--- src/hw/rtl/swa_pkg.sv ---
`default_nettype none
package swa_pkg;

  localparam logic CMD_LOAD   = 1'b0;
  localparam logic CMD_SAMPLE = 1'b1;

  localparam logic [2:0] ST_SAMPLE  = 3'd0;
  localparam logic [2:0] ST_UNKNOWN = 3'd1;
  localparam logic [2:0] ST_LOADED  = 3'd2;
  localparam logic [2:0] ST_FULL    = 3'd3;
  localparam logic [2:0] ST_DUP     = 3'd4;

  localparam logic REG_MIN_TEMP = 1'b0;
  localparam logic REG_MAX_TEMP = 1'b1;

  typedef struct packed {
    logic               cmd;
    logic [15:0]        sensor_key;
    logic [15:0]        room_id;
    logic signed [15:0] temperature;
  } swa_in_t;

  typedef struct packed {
    logic [2:0]         status;
    logic [15:0]        sensor_echo;
    logic [15:0]        room_out;
    logic signed [15:0] average;
    logic               too_cold;
    logic               too_hot;
  } swa_out_t;

  // Divider control bundle.
  typedef struct packed {
    logic start;
  } swa_div_ctl_t;

endpackage
`default_nettype wire

--- src/hw/rtl/swa_div.sv ---
`default_nettype none
// Restoring divider of a signed dividend by a positive count, one quotient bit
// per cycle, truncated toward zero.
module swa_div import swa_pkg::*; #(
  parameter int NW = 32,
  parameter int DW = 8
) (
  input  wire logic                 clk,
  input  wire logic                 rst,
  input  wire swa_div_ctl_t         ctl,
  input  wire logic signed [NW-1:0] dividend,
  input  wire logic [DW-1:0]        divisor,
  output logic                      done,
  output logic signed [NW-1:0]      quotient
);
  localparam int CW = $clog2(NW + 1);

  logic [NW-1:0] quo;
  logic [NW:0]   rem;
  logic [DW-1:0] dvs;
  logic          neg;
  logic          busy;
  logic [CW-1:0] cnt;
  logic [NW:0]   trial;
  logic [NW:0]   shifted;

  assign shifted = {rem[NW-1:0], quo[NW-1]};
  assign trial   = shifted - {{(NW+1-DW){1'b0}}, dvs};

  always_ff @(posedge clk) begin
    if (rst) begin
      busy <= 1'b0;
      done <= 1'b0;
      cnt  <= '0;
    end else begin
      done <= 1'b0;
      if (ctl.start) begin
        busy <= 1'b1;
        cnt  <= CW'(NW);
        neg  <= dividend[NW-1];
        quo  <= dividend[NW-1] ? NW'(-dividend) : NW'(dividend);
        rem  <= '0;
        dvs  <= divisor;
      end else if (busy) begin
        if (!trial[NW]) begin
          rem <= trial;
          quo <= {quo[NW-2:0], 1'b1};
        end else begin
          rem <= shifted;
          quo <= {quo[NW-2:0], 1'b0};
        end
        cnt <= cnt - 1'b1;
        if (cnt == CW'(1)) begin
          busy <= 1'b0;
          done <= 1'b1;
        end
      end
    end
  end

  assign quotient = neg ? -$signed(quo) : $signed(quo);
endmodule
`default_nettype wire

--- src/hw/rtl/sensor_window_average_alarm.sv ---
`default_nettype none
// A sample for a known sensor is found by a linear scan of the table, pushed into its window,
// summed over the filled samples and divided; an unknown sample returns after the scan. A load
// scans, then moves each later entry and its window up; a duplicate or a load to a full table
// returns after the scan. One transaction at a time: in_stall stays high until the result is
// taken. Reset empties the table, thresholds 1500/2500.
module sensor_window_average_alarm import swa_pkg::*; #(
  parameter int MAX_SENSORS = 16,
  parameter int WINDOW_LEN  = 8
) (
  input  wire logic        clk,
  input  wire logic        rst,
  input  wire logic        cfg_we,
  input  wire logic        cfg_index,
  input  wire logic [15:0] cfg_data,
  input  wire logic        in_valid,
  output logic             in_stall,
  input  wire swa_in_t     in_data,
  output logic             out_valid,
  input  wire logic        out_stall,
  output swa_out_t         out_data
);
  localparam int EW = (MAX_SENSORS > 1) ? $clog2(MAX_SENSORS) : 1;
  localparam int CW = $clog2(MAX_SENSORS + 1);
  localparam int WW = (WINDOW_LEN > 1) ? $clog2(WINDOW_LEN) : 1;
  localparam int FW = $clog2(WINDOW_LEN + 1);
  localparam int KW = $clog2(WINDOW_LEN + 3);
  localparam int MD = MAX_SENSORS * WINDOW_LEN;
  localparam int MW = (MD > 1) ? $clog2(MD) : 1;
  localparam int SW = 32;

  localparam logic [3:0] S_IDLE   = 4'd0;
  localparam logic [3:0] S_SRCH   = 4'd1;
  localparam logic [3:0] S_DEC    = 4'd2;
  localparam logic [3:0] S_SHIFT  = 4'd3;
  localparam logic [3:0] S_SHW    = 4'd4;
  localparam logic [3:0] S_INS    = 4'd5;
  localparam logic [3:0] S_PUSH   = 4'd6;
  localparam logic [3:0] S_SUM    = 4'd7;
  localparam logic [3:0] S_DIV    = 4'd8;
  localparam logic [3:0] S_WDIV   = 4'd9;
  localparam logic [3:0] S_OUT    = 4'd10;

  logic [3:0] state;
  logic signed [15:0] min_temp, max_temp;
  logic [CW-1:0] entry_count;
  logic [15:0] id_table [MAX_SENSORS];
  logic [15:0] room_table [MAX_SENSORS];
  logic [WW-1:0] window_head [MAX_SENSORS];
  logic [FW-1:0] window_fill [MAX_SENSORS];
  logic signed [15:0] win_mem [MD];

  swa_in_t item;
  logic [CW-1:0] idx, pos;
  logic found, pos_set;
  logic [FW-1:0] k;
  logic [KW-1:0] ck;
  logic [EW-1:0] ent;
  logic [WW-1:0] hd;
  logic [FW-1:0] fl;
  logic signed [SW-1:0] sum;
  logic signed [15:0] rd;
  logic [1:0] rd_ok;
  logic [MW-1:0] raddr, waddr;
  logic we;
  logic we_next;
  logic start_next;
  logic signed [15:0] wdata;
  swa_div_ctl_t dctl;
  logic ddone;
  logic signed [SW-1:0] quo;
  logic signed [15:0] avg;

  function automatic logic [MW-1:0] addr_of(input logic [EW-1:0] e, input logic [WW-1:0] s);
    return MW'(e) * MW'(WINDOW_LEN) + MW'(s);
  endfunction

  function automatic logic [WW-1:0] wrap(input logic [FW:0] v);
    logic [FW:0] r;
    r = v;
    if (r >= (FW+1)'(WINDOW_LEN)) r = r - (FW+1)'(WINDOW_LEN);
    return WW'(r);
  endfunction

  assign in_stall = (state != S_IDLE) || out_valid;

  always_ff @(posedge clk) begin
    if (we) win_mem[waddr] <= wdata;
    rd <= win_mem[raddr];
  end

  swa_div #(.NW(SW), .DW(FW)) u_div (
    .clk(clk), .rst(rst), .ctl(dctl), .dividend(sum), .divisor(fl),
    .done(ddone), .quotient(quo)
  );

  assign avg = quo[15:0];

  always_comb begin
    we_next    = 1'b0;
    start_next = 1'b0;
    case (state)
      S_PUSH: we_next = 1'b1;
      S_SHW: we_next = (ck >= KW'(2));
      S_DIV: start_next = 1'b1;
      default: we_next = 1'b0;
    endcase
  end

  always_ff @(posedge clk) begin
    if (rst) begin
      state       <= S_IDLE;
      min_temp    <= 16'sd1500;
      max_temp    <= 16'sd2500;
      entry_count <= '0;
      out_valid   <= 1'b0;
      we          <= 1'b0;
      dctl.start  <= 1'b0;
      rd_ok       <= '0;
    end else begin
      we         <= we_next;
      dctl.start <= start_next;
      if (cfg_we) begin
        if (cfg_index == REG_MIN_TEMP) min_temp <= $signed(cfg_data);
        else max_temp <= $signed(cfg_data);
      end
      if (out_valid && !out_stall) out_valid <= 1'b0;
      case (state)
        S_IDLE: begin
          if (in_valid && !in_stall) begin
            item    <= in_data;
            idx     <= '0;
            found   <= 1'b0;
            pos     <= entry_count;
            pos_set <= 1'b0;
            state   <= S_SRCH;
          end
        end
        // Linear scan: exact match and the sorted insertion point.
        S_SRCH: begin
          if (idx == entry_count || found) begin
            state <= S_DEC;
          end else begin
            if (id_table[EW'(idx)] == item.sensor_key) begin
              found <= 1'b1;
              ent   <= EW'(idx);
            end
            if (!pos_set && !(id_table[EW'(idx)] < item.sensor_key)) begin
              pos     <= idx;
              pos_set <= 1'b1;
            end
            idx <= idx + 1'b1;
          end
        end
        S_DEC: begin
          out_data.sensor_echo <= item.sensor_key;
          out_data.room_out    <= '0;
          out_data.average     <= '0;
          out_data.too_cold    <= 1'b0;
          out_data.too_hot     <= 1'b0;
          if (item.cmd == CMD_LOAD) begin
            if (found) begin
              out_data.status <= ST_DUP;
              state <= S_OUT;
            end else if (entry_count == CW'(MAX_SENSORS)) begin
              out_data.status <= ST_FULL;
              state <= S_OUT;
            end else begin
              idx   <= entry_count;
              state <= S_SHIFT;
            end
          end else if (!found) begin
            out_data.status <= ST_UNKNOWN;
            state <= S_OUT;
          end else begin
            hd    <= window_head[ent];
            fl    <= window_fill[ent];
            state <= S_PUSH;
          end
        end
        // Move entry idx-1 up to idx, its window one sample a cycle.
        S_SHIFT: begin
          if (idx == pos) begin
            state <= S_INS;
          end else begin
            id_table[EW'(idx)]    <= id_table[EW'(idx - 1'b1)];
            room_table[EW'(idx)]  <= room_table[EW'(idx - 1'b1)];
            window_head[EW'(idx)] <= window_head[EW'(idx - 1'b1)];
            window_fill[EW'(idx)] <= window_fill[EW'(idx - 1'b1)];
            ck    <= '0;
            state <= S_SHW;
          end
        end
        // Read data passes through the raddr and rd registers, so each write trails its read.
        S_SHW: begin
          if (ck < KW'(WINDOW_LEN)) raddr <= addr_of(EW'(idx - 1'b1), WW'(ck));
          if (ck >= KW'(2)) begin
            waddr <= addr_of(EW'(idx), WW'(ck - KW'(2)));
            wdata <= rd;
          end
          if (ck == KW'(WINDOW_LEN + 1)) begin
            idx   <= idx - 1'b1;
            state <= S_SHIFT;
          end else begin
            ck <= ck + 1'b1;
          end
        end
        S_INS: begin
          id_table[EW'(pos)]    <= item.sensor_key;
          room_table[EW'(pos)]  <= item.room_id;
          window_head[EW'(pos)] <= '0;
          window_fill[EW'(pos)] <= '0;
          entry_count           <= entry_count + 1'b1;
          out_data.status       <= ST_LOADED;
          out_data.room_out     <= item.room_id;
          state                 <= S_OUT;
        end
        S_PUSH: begin
          wdata <= item.temperature;
          if (fl == FW'(WINDOW_LEN)) begin
            waddr <= addr_of(ent, hd);
            hd    <= wrap({1'b0, FW'(hd)} + 1'b1);
            window_head[ent] <= wrap({1'b0, FW'(hd)} + 1'b1);
          end else begin
            waddr <= addr_of(ent, wrap({1'b0, FW'(hd)} + {1'b0, fl}));
            fl    <= fl + 1'b1;
            window_fill[ent] <= fl + 1'b1;
          end
          sum   <= '0;
          k     <= '0;
          rd_ok <= '0;
          state <= S_SUM;
        end
        // One read and one add per cycle; read data lands through the raddr and rd registers.
        S_SUM: begin
          if (rd_ok[1]) sum <= sum + SW'(rd);
          if (k == fl) begin
            rd_ok <= {rd_ok[0], 1'b0};
            if (rd_ok == 2'b00) state <= S_DIV;
          end else begin
            raddr <= addr_of(ent, wrap({1'b0, FW'(hd)} + {1'b0, k}));
            k     <= k + 1'b1;
            rd_ok <= {rd_ok[0], 1'b1};
          end
        end
        S_DIV: begin
          state <= S_WDIV;
        end
        S_WDIV: begin
          if (ddone) begin
            out_data.status   <= ST_SAMPLE;
            out_data.room_out <= room_table[ent];
            out_data.average  <= avg;
            out_data.too_cold <= avg < min_temp;
            out_data.too_hot  <= avg > max_temp;
            state             <= S_OUT;
          end
        end
        S_OUT: begin
          out_valid <= 1'b1;
          state     <= S_IDLE;
        end
        default: state <= S_IDLE;
      endcase
    end
  end

  assert property (@(posedge clk) disable iff (rst) entry_count <= CW'(MAX_SENSORS))
    else $error("entry count overflow");
  assert property (@(posedge clk) disable iff (rst) (state != S_IDLE) |-> in_stall)
    else $error("ready while busy");
  assert property (@(posedge clk) disable iff (rst)
    (state == S_OUT) |=> out_valid && state == S_IDLE)
    else $error("result not presented");
  assert property (@(posedge clk) disable iff (rst)
    out_valid && out_stall |=> out_valid && $stable(out_data))
    else $error("held result changed");
endmodule
`default_nettype wire

--- config.mk ---
export PLATFORM = sky130hd
export DESIGN_NAME = sensor_window_average_alarm
export DESIGN_NICKNAME = d
export VERILOG_FILES = /design/src/hw/rtl/swa_pkg.sv /design/src/hw/rtl/swa_div.sv /design/src/hw/rtl/sensor_window_average_alarm.sv
export SDC_FILE = /design/constraint.sdc
export NUM_CORES = 2
export LEC_CHECK = 0
export BUFFER_PORTS_ARGS = -buffer_cell sky130_fd_sc_hd__buf_2
export CORE_MARGIN = 2
export CORE_UTILIZATION = 55
export DETAILED_ROUTE_END_ITERATION = 10
export GPL_TIMING_DRIVEN = 0
export PLACE_DENSITY = 0.75
export SYNTH_ARGS = -nofsm -noshare
export SYNTH_HDL_FRONTEND = slang
export SYNTH_SLANG_ARGS = --single-unit
--- constraint.sdc ---
create_clock -name clk -period 6 [get_ports clk]
set_input_delay 1.2 -clock clk [delete_from_list [all_inputs] [get_ports clk]]
set_output_delay 1.2 -clock clk [all_outputs]
set_load 0.03 [all_outputs]
# Word-level counts from Yosys, hierarchy flattened
# Memories as Yosys holds them, arrays and structs flattened. A register that Yosys moved wholly into a read port is not among the register bits.
# Index checks and enable logic that the tools add are counted.
op_classes:
  n_addsub: 23
  magnitude_cmp: 8
  eq_ne: 42
  muxes: 132
  n_bitwise: 4
  n_reduce_logical: 52
ops:
  columns: ["op", "n"]
  rows:
  - ["two-way mux 32 bit", 6]
  - ["two-way mux 4 bit", 28]
  - ["two-way mux 3 bit", 22]
  - ["two-way mux 16 bit", 4]
  - ["case mux 32 bit (2 select lines)", 1]
  - ["case mux 16 bit (3 select lines)", 1]
  - ["two-way mux 5 bit", 9]
  - ["!= test 2 bit (second input constant)", 21]
  - ["case mux 4 bit (10 select lines)", 1]
  - ["two-way mux 1 bit", 38]
  - ["case mux 18 bit (2 select lines)", 1]
  - ["adder 7 x 3 -> 7 bit", 5]
  - ["two-way mux 34 bit", 1]
  - ["subtractor 33 x 4 -> 33 bit", 1]
  - ["adder 32 x 16 -> 32 bit", 1]
  - ["< comparator 16 bit", 2]
  - ["negator 32 bit", 1]
  - ["case mux 16 bit (2 select lines)", 1]
  - ["OR reduction 16 bit", 2]
  - ["two-way mux 7 bit", 4]
  - ["case mux 7 bit (2 select lines)", 2]
  - ["AND reduction 5 bit", 5]
  - ["case mux 4 bit (2 select lines)", 3]
  - ["== test 4 bit (second input constant)", 5]
  - ["49 further kinds", 96]
totals:
  ff_bits: 318
  ram_bits: 2672
  inputBits: 71
  out_inout_bits: 55
  elab_cells: 305
  mem_count: 5
mem_list:
  columns: ["name", "depth", "word_bits", "read_ports", "rd_clocked_by_memory_dff", "wr", "line_no", "text"]
  rows:
  - ["win_mem", 128, 16, 1, 1, 1, "sensor_window_average_alarm.sv:51", "logic signed [15:0] win_mem [MD];"]
  - ["id_table", 16, 16, 2, 1, 1, "sensor_window_average_alarm.sv:47", "logic [15:0] id_table [MAX_SENSORS];"]
  - ["room_table", 16, 16, 2, 1, 1, "sensor_window_average_alarm.sv:48", "logic [15:0] room_table [MAX_SENSORS];"]
  - ["window_fill", 16, 4, 2, 1, 1, "sensor_window_average_alarm.sv:50", "logic [FW-1:0] window_fill [MAX_SENSORS];"]
  - ["window_head", 16, 3, 2, 1, 1, "sensor_window_average_alarm.sv:49", "logic [WW-1:0] window_head [MAX_SENSORS];"]

# Longest topological paths before layout
logic_depth:
  ltp_word: 9
  ltp_mapped: 14
  depth_no_buf: 14

# Hierarchy
# Synthesis repeated with hierarchy kept, for this count alone.
unflattened:
  cells_unflattened: 6371
  hier_area_um2: 125524.1
modules_own_cells:
  columns: ["mod", "n_inst", "cells_per_inst", "area_each_um2", "seq_area_each_um2"]
  rows:
  - ["sensor_window_average_alarm", 1, 5819, 120367.9, 87493.9]
  - ["swa_div", 1, 552, 5156.2, 2232.1]

# Worst setup path before layout
# No wires, ideal clock.
synth_path:
  kind: "input-to-reg"
  start: "input port rst"
  end: "register item[0] in the netlist's numbering (enable)"
  setup_ns: 0.526
  arrival_time_ns: 5.179
  required_ns: 5.474
  slack_ns: 0.295
  stages: 3
  n_path_buf: 2
  path_cell_list: "clkbuf_1 -> clkbuf_1 -> nor3b_1"
synth_between:
  elab_chain_cells: 2
synth_lines:
  columns: ["element", "line_no", "text"]
  rows:
  - ["from (decl)", "sensor_window_average_alarm.sv:12", "input wire logic rst,"]
  - ["NOT 1 bit (no line)", null, null]
  - ["AND reduction 3 bit (no line)", null, null]
  - ["to (signal assigned)", "sensor_window_average_alarm.sv:131", "item <= in_data;"]
  - ["to (decl)", "sensor_window_average_alarm.sv:53", "swa_in_t item;"]
# Every way passes these cells.
# A chain may end at the register's enable or synchronous reset.

==> metrics.md <==
| Metric | Value |
|---|---|
| Run status | `finished with violations` |
| Failing checks | `max-capacitance violations, max-slew violations, negative setup slack` |
| Hold_sp | `in_data[40]` |
| Max Slew Vio Count | `11` |
| CP Depth | `9` |
| Vias per cell | `6.76` |
| Power share of the sequential group | `0.479` |
| Max Cap Viol | `1` |
| CP max stage cell | `nor4_1` |
| Share of the synthesized area in the top cell type | `0.708` |
| Placed insts | `9649` |
| Synth Net Count | `6511` |
| Non-Filler Instances | `10200` |
| Core area | `225000 sq um` |
| Fmax | `0.160 GHz` |
| Synth cell types | `77` |
| WL final | `334000 um` |
| Tcrit/Tclk final | `1.04` |
| Switching Share | `0.262` |
| Seq/Total Area, Yosys | `0.721` |
| Final core utilization | `0.636` |
| Final-report setup violation count | `6` |
| Area leader, netlist | `edfxtp_1` |
| Max-slew headroom | `-0.0366` |
| DR vias | `69000` |
| Num rows | `174` |
| Antenna violations before repair | `16` |
| NumNets Final | `7149` |
| Yosys warns | `0` |
| CTS sink cnt | `3014` |
| Gr usage total | `0.291` |
| Largest cells by area after synthesis | `edfxtp_1, mux4_2, dfxtp_1` |
| Overflow after GRT | `0` |
| VDD IR max | `328 uV` |
| Die Y-Extent | `480 um` |
| R2R Setup Slk | `-0.25 ns` |
| Area grow syn2layout | `14.9%` |
| First-pass GRT wire length | `483000 um` |
| GPL Wtd Cong | `0.997` |
| Hold WC Path Type | `primary input to flop` |
| Combinational Power Share | `0.174` |
| Layout cells sized above 1 | `0.262` |
| Clock Power Share | `0.347` |
| Routed len/inst | `32.8 um` |
| CTS Hold Bufs | `0` |
| Post-synth top cells | `edfxtp_1, mux4_2, nand2_1` |
| Pwr per Cell Area | `376 nW/um^2` |
| Syn_area_per_cell | `19.7 sq um` |
| Setup bufs post-CTS | `0` |
| Lkg Pwr | `0.0459 uW` |
| CP arrival | `6.94 ns` |
| P_int | `39700 uW` |
| Post-DP HPWL | `221000 um` |
| CP bufs+invs | `4` |
| Most frequent cell after synthesis | `edfxtp_1` |
| Clock-pin slew on the worst setup and hold paths | `0.06 ns` |
| Worst Max-Slew Pin Slew | `1.55 ns` |
| Vias in the first global route | `69100` |
| RSZ-0062 raised after global routing | `false` |
| Crit Path Class | `flop to flop` |
| EDFF count, synth | `2936` |
| Reg2reg start | `raddr[0]` |
| Crit path max-delay family | `buffers and inverters` |
| R2R depth | `9` |
| Worst setup margin | `-0.246 ns` |
| Tmin final | `6.25 ns` |
| CTS H-tree lvls | `5` |
| WP data required | `6.69 ns` |
| Port Buffers | `125` |
| Largest stage delay, worst path | `0.96 ns` |
| RR Endpoint | `rd[9]` |
| Most used cell along the critical path | `clkbuf_1` |
| Top-level port count | `126` |
| Worst-Skew Late Latency | `0.96 ns` |
| Die W | `480 um` |
| CTS buffer count | `314` |
| Crit. End Element | `flop` |
| #FFs+latches synth | `3014` |
| Initial DRT Pass Iterations | `6` |
| Hold depth | `1` |
| Gate Count Post-Synth | `6336` |
| Largest net degree at the start of global routing | `37` |
| Cells along the critical path | `clkbuf_1, buf_4, clkbuf_1, clkdlybuf4s15_1, mux4_2, a22oi_1, nand4_1, nor4_1, o21ai_1` |
| Initial detailed-routing violation count | `9380` |
| Initial Util | `0.554` |
| CTS Buffer Depth | `4` |
| Top FF cell, synth | `edfxtp_1` |
| CTS Root Cell | `clkbuf_16` |
| Synthesized cell area | `125000 sq um` |
| Die area | `230000 sq um` |
| Max FO, Critical Path | `10` |
| Nature of the critical path startpoint | `flop` |
| Synth async-reset ratio | `0` |
| Antenna Violating Nets Remaining | `0` |
| Post-CTS sizing | `9` |
| Clk_skew | `0.0526 ns` |
| DRC viols | `0` |
| Sw power | `14100 uW` |
| Hold Vio Cnt, Final | `0` |
| TritonCTS clock tree | `built` |
| Hold endpoint | `item[40]` |
[registers in the layout (all words and copies together), names as in the netlist, 32 cells and up, named ones only]
register	cells
room_table	256
item	49
window_fill	64
window_head	48
out_data	53
id_table	256
sum	32
u_div.rem	32
win_mem	2048
u_div.quo	32
[layout make-up]
class / instances / area, sq um
Antenna cell: 9 / 22.5
Timing Repair Buffer: 323 / 4610
Fill cell: 14400 / 81800
Inverter: 130 / 488
Clock inverter: 153 / 1290
Tap cell: 2992 / 3740
Clock buffer: 392 / 8370
Multi-Input combinational cell: 2845 / 33400
Buffer: 346 / 1400
Sequential cell: 3014 / 89700
[per-layer routing]
layer,vias up,global-route usage,routed length (um)
li1,27500,-,-
met3,900,0.0724,36900
met4,10,0.140,18100
met1,35800,0.387,120000
met2,4815,0.457,159000
met5,-,0.00394,189
[worst max-delay path by stage]
| stage | start | to |
|---|---|---|
| detailed placement | idx[0] | id_table[5][6] |
| floorplan | rst | item[0] |
| finish | raddr[0] | rd[9] |
| CTS | raddr[2] | rd[7] |
| global placement | rst | item[41] |
| global route | flop | pos_set |
[through the flow]
stage	hold slack [ns]	instance area (sq um)	TNS, ns	power [uW]	worst slack [ns]
after floorplan	0.424	125000	0	32200	0.295
after global placement	0.431	129000	-313.47	35000	-3.36
after detailed placement	0.434	133000	-86.77	35400	-0.384
after CTS	0.351	143000	0	53800	0.0241
after global routing	0.382	143000	0	55300	0.0242
final	0.408	143000	-0.630	53800	-0.246
[placed cells by master, fill, tap and decap left out, drive strengths merged, types with 9 or more instances in the layout]
cell type / instances
nand2b: 24
o31ai: 15
a211o: 13
o22ai: 52
o21ai: 127
nand3b: 13
nand3: 35
nor2b: 31
a31oi: 14
mux4: 934
a21oi: 147
a22o: 19
clkinv: 128
bufinv: 21
nand2: 322
ha: 100
buf: 436
dfxtp: 78
nor2: 309
nor3: 49
xnor2: 67
or2: 21
diode: 9
and2: 28
a21o: 31
or3: 27
or4: 13
xor2: 60
nor4: 29
edfxtp: 2936
clkbuf: 619
nand4: 43
inv: 128
mux2i: 134
nor3b: 9
a22oi: 95
[logic make-up (layout without fill, tap and decap cells)]
kind of cell               after synthesis  after routing  share of synthesized area
and+or+nand+nor                        969            969                     0.0358
buffers and inverters                  477           1344                     0.0147
AOI/OAI and AO/OA                      571            571                     0.0291
adders and majority gates              104            104                     0.0107
other                                    0              9                          0
muxes                                 1074           1074                      0.180
DFF                                   3014           3014                      0.721
xor gates and xnor gates               127            127                    0.00893
[power by group through the flow]
stage | sequential [uW] | clock, uW | combinational, uW
6_report | 25800 | 18700 | 9350
5_1_grt | 25800 | 19500 | 9900
4_1_cts | 25800 | 18800 | 9210
3_5_place_dp | 26300 | 0 | 9160
3_3_place_gp | 26400 | 0 | 8600
2_1_floorplan | 26300 | 0 | 5870
Power figures use the tool's default switching activity.
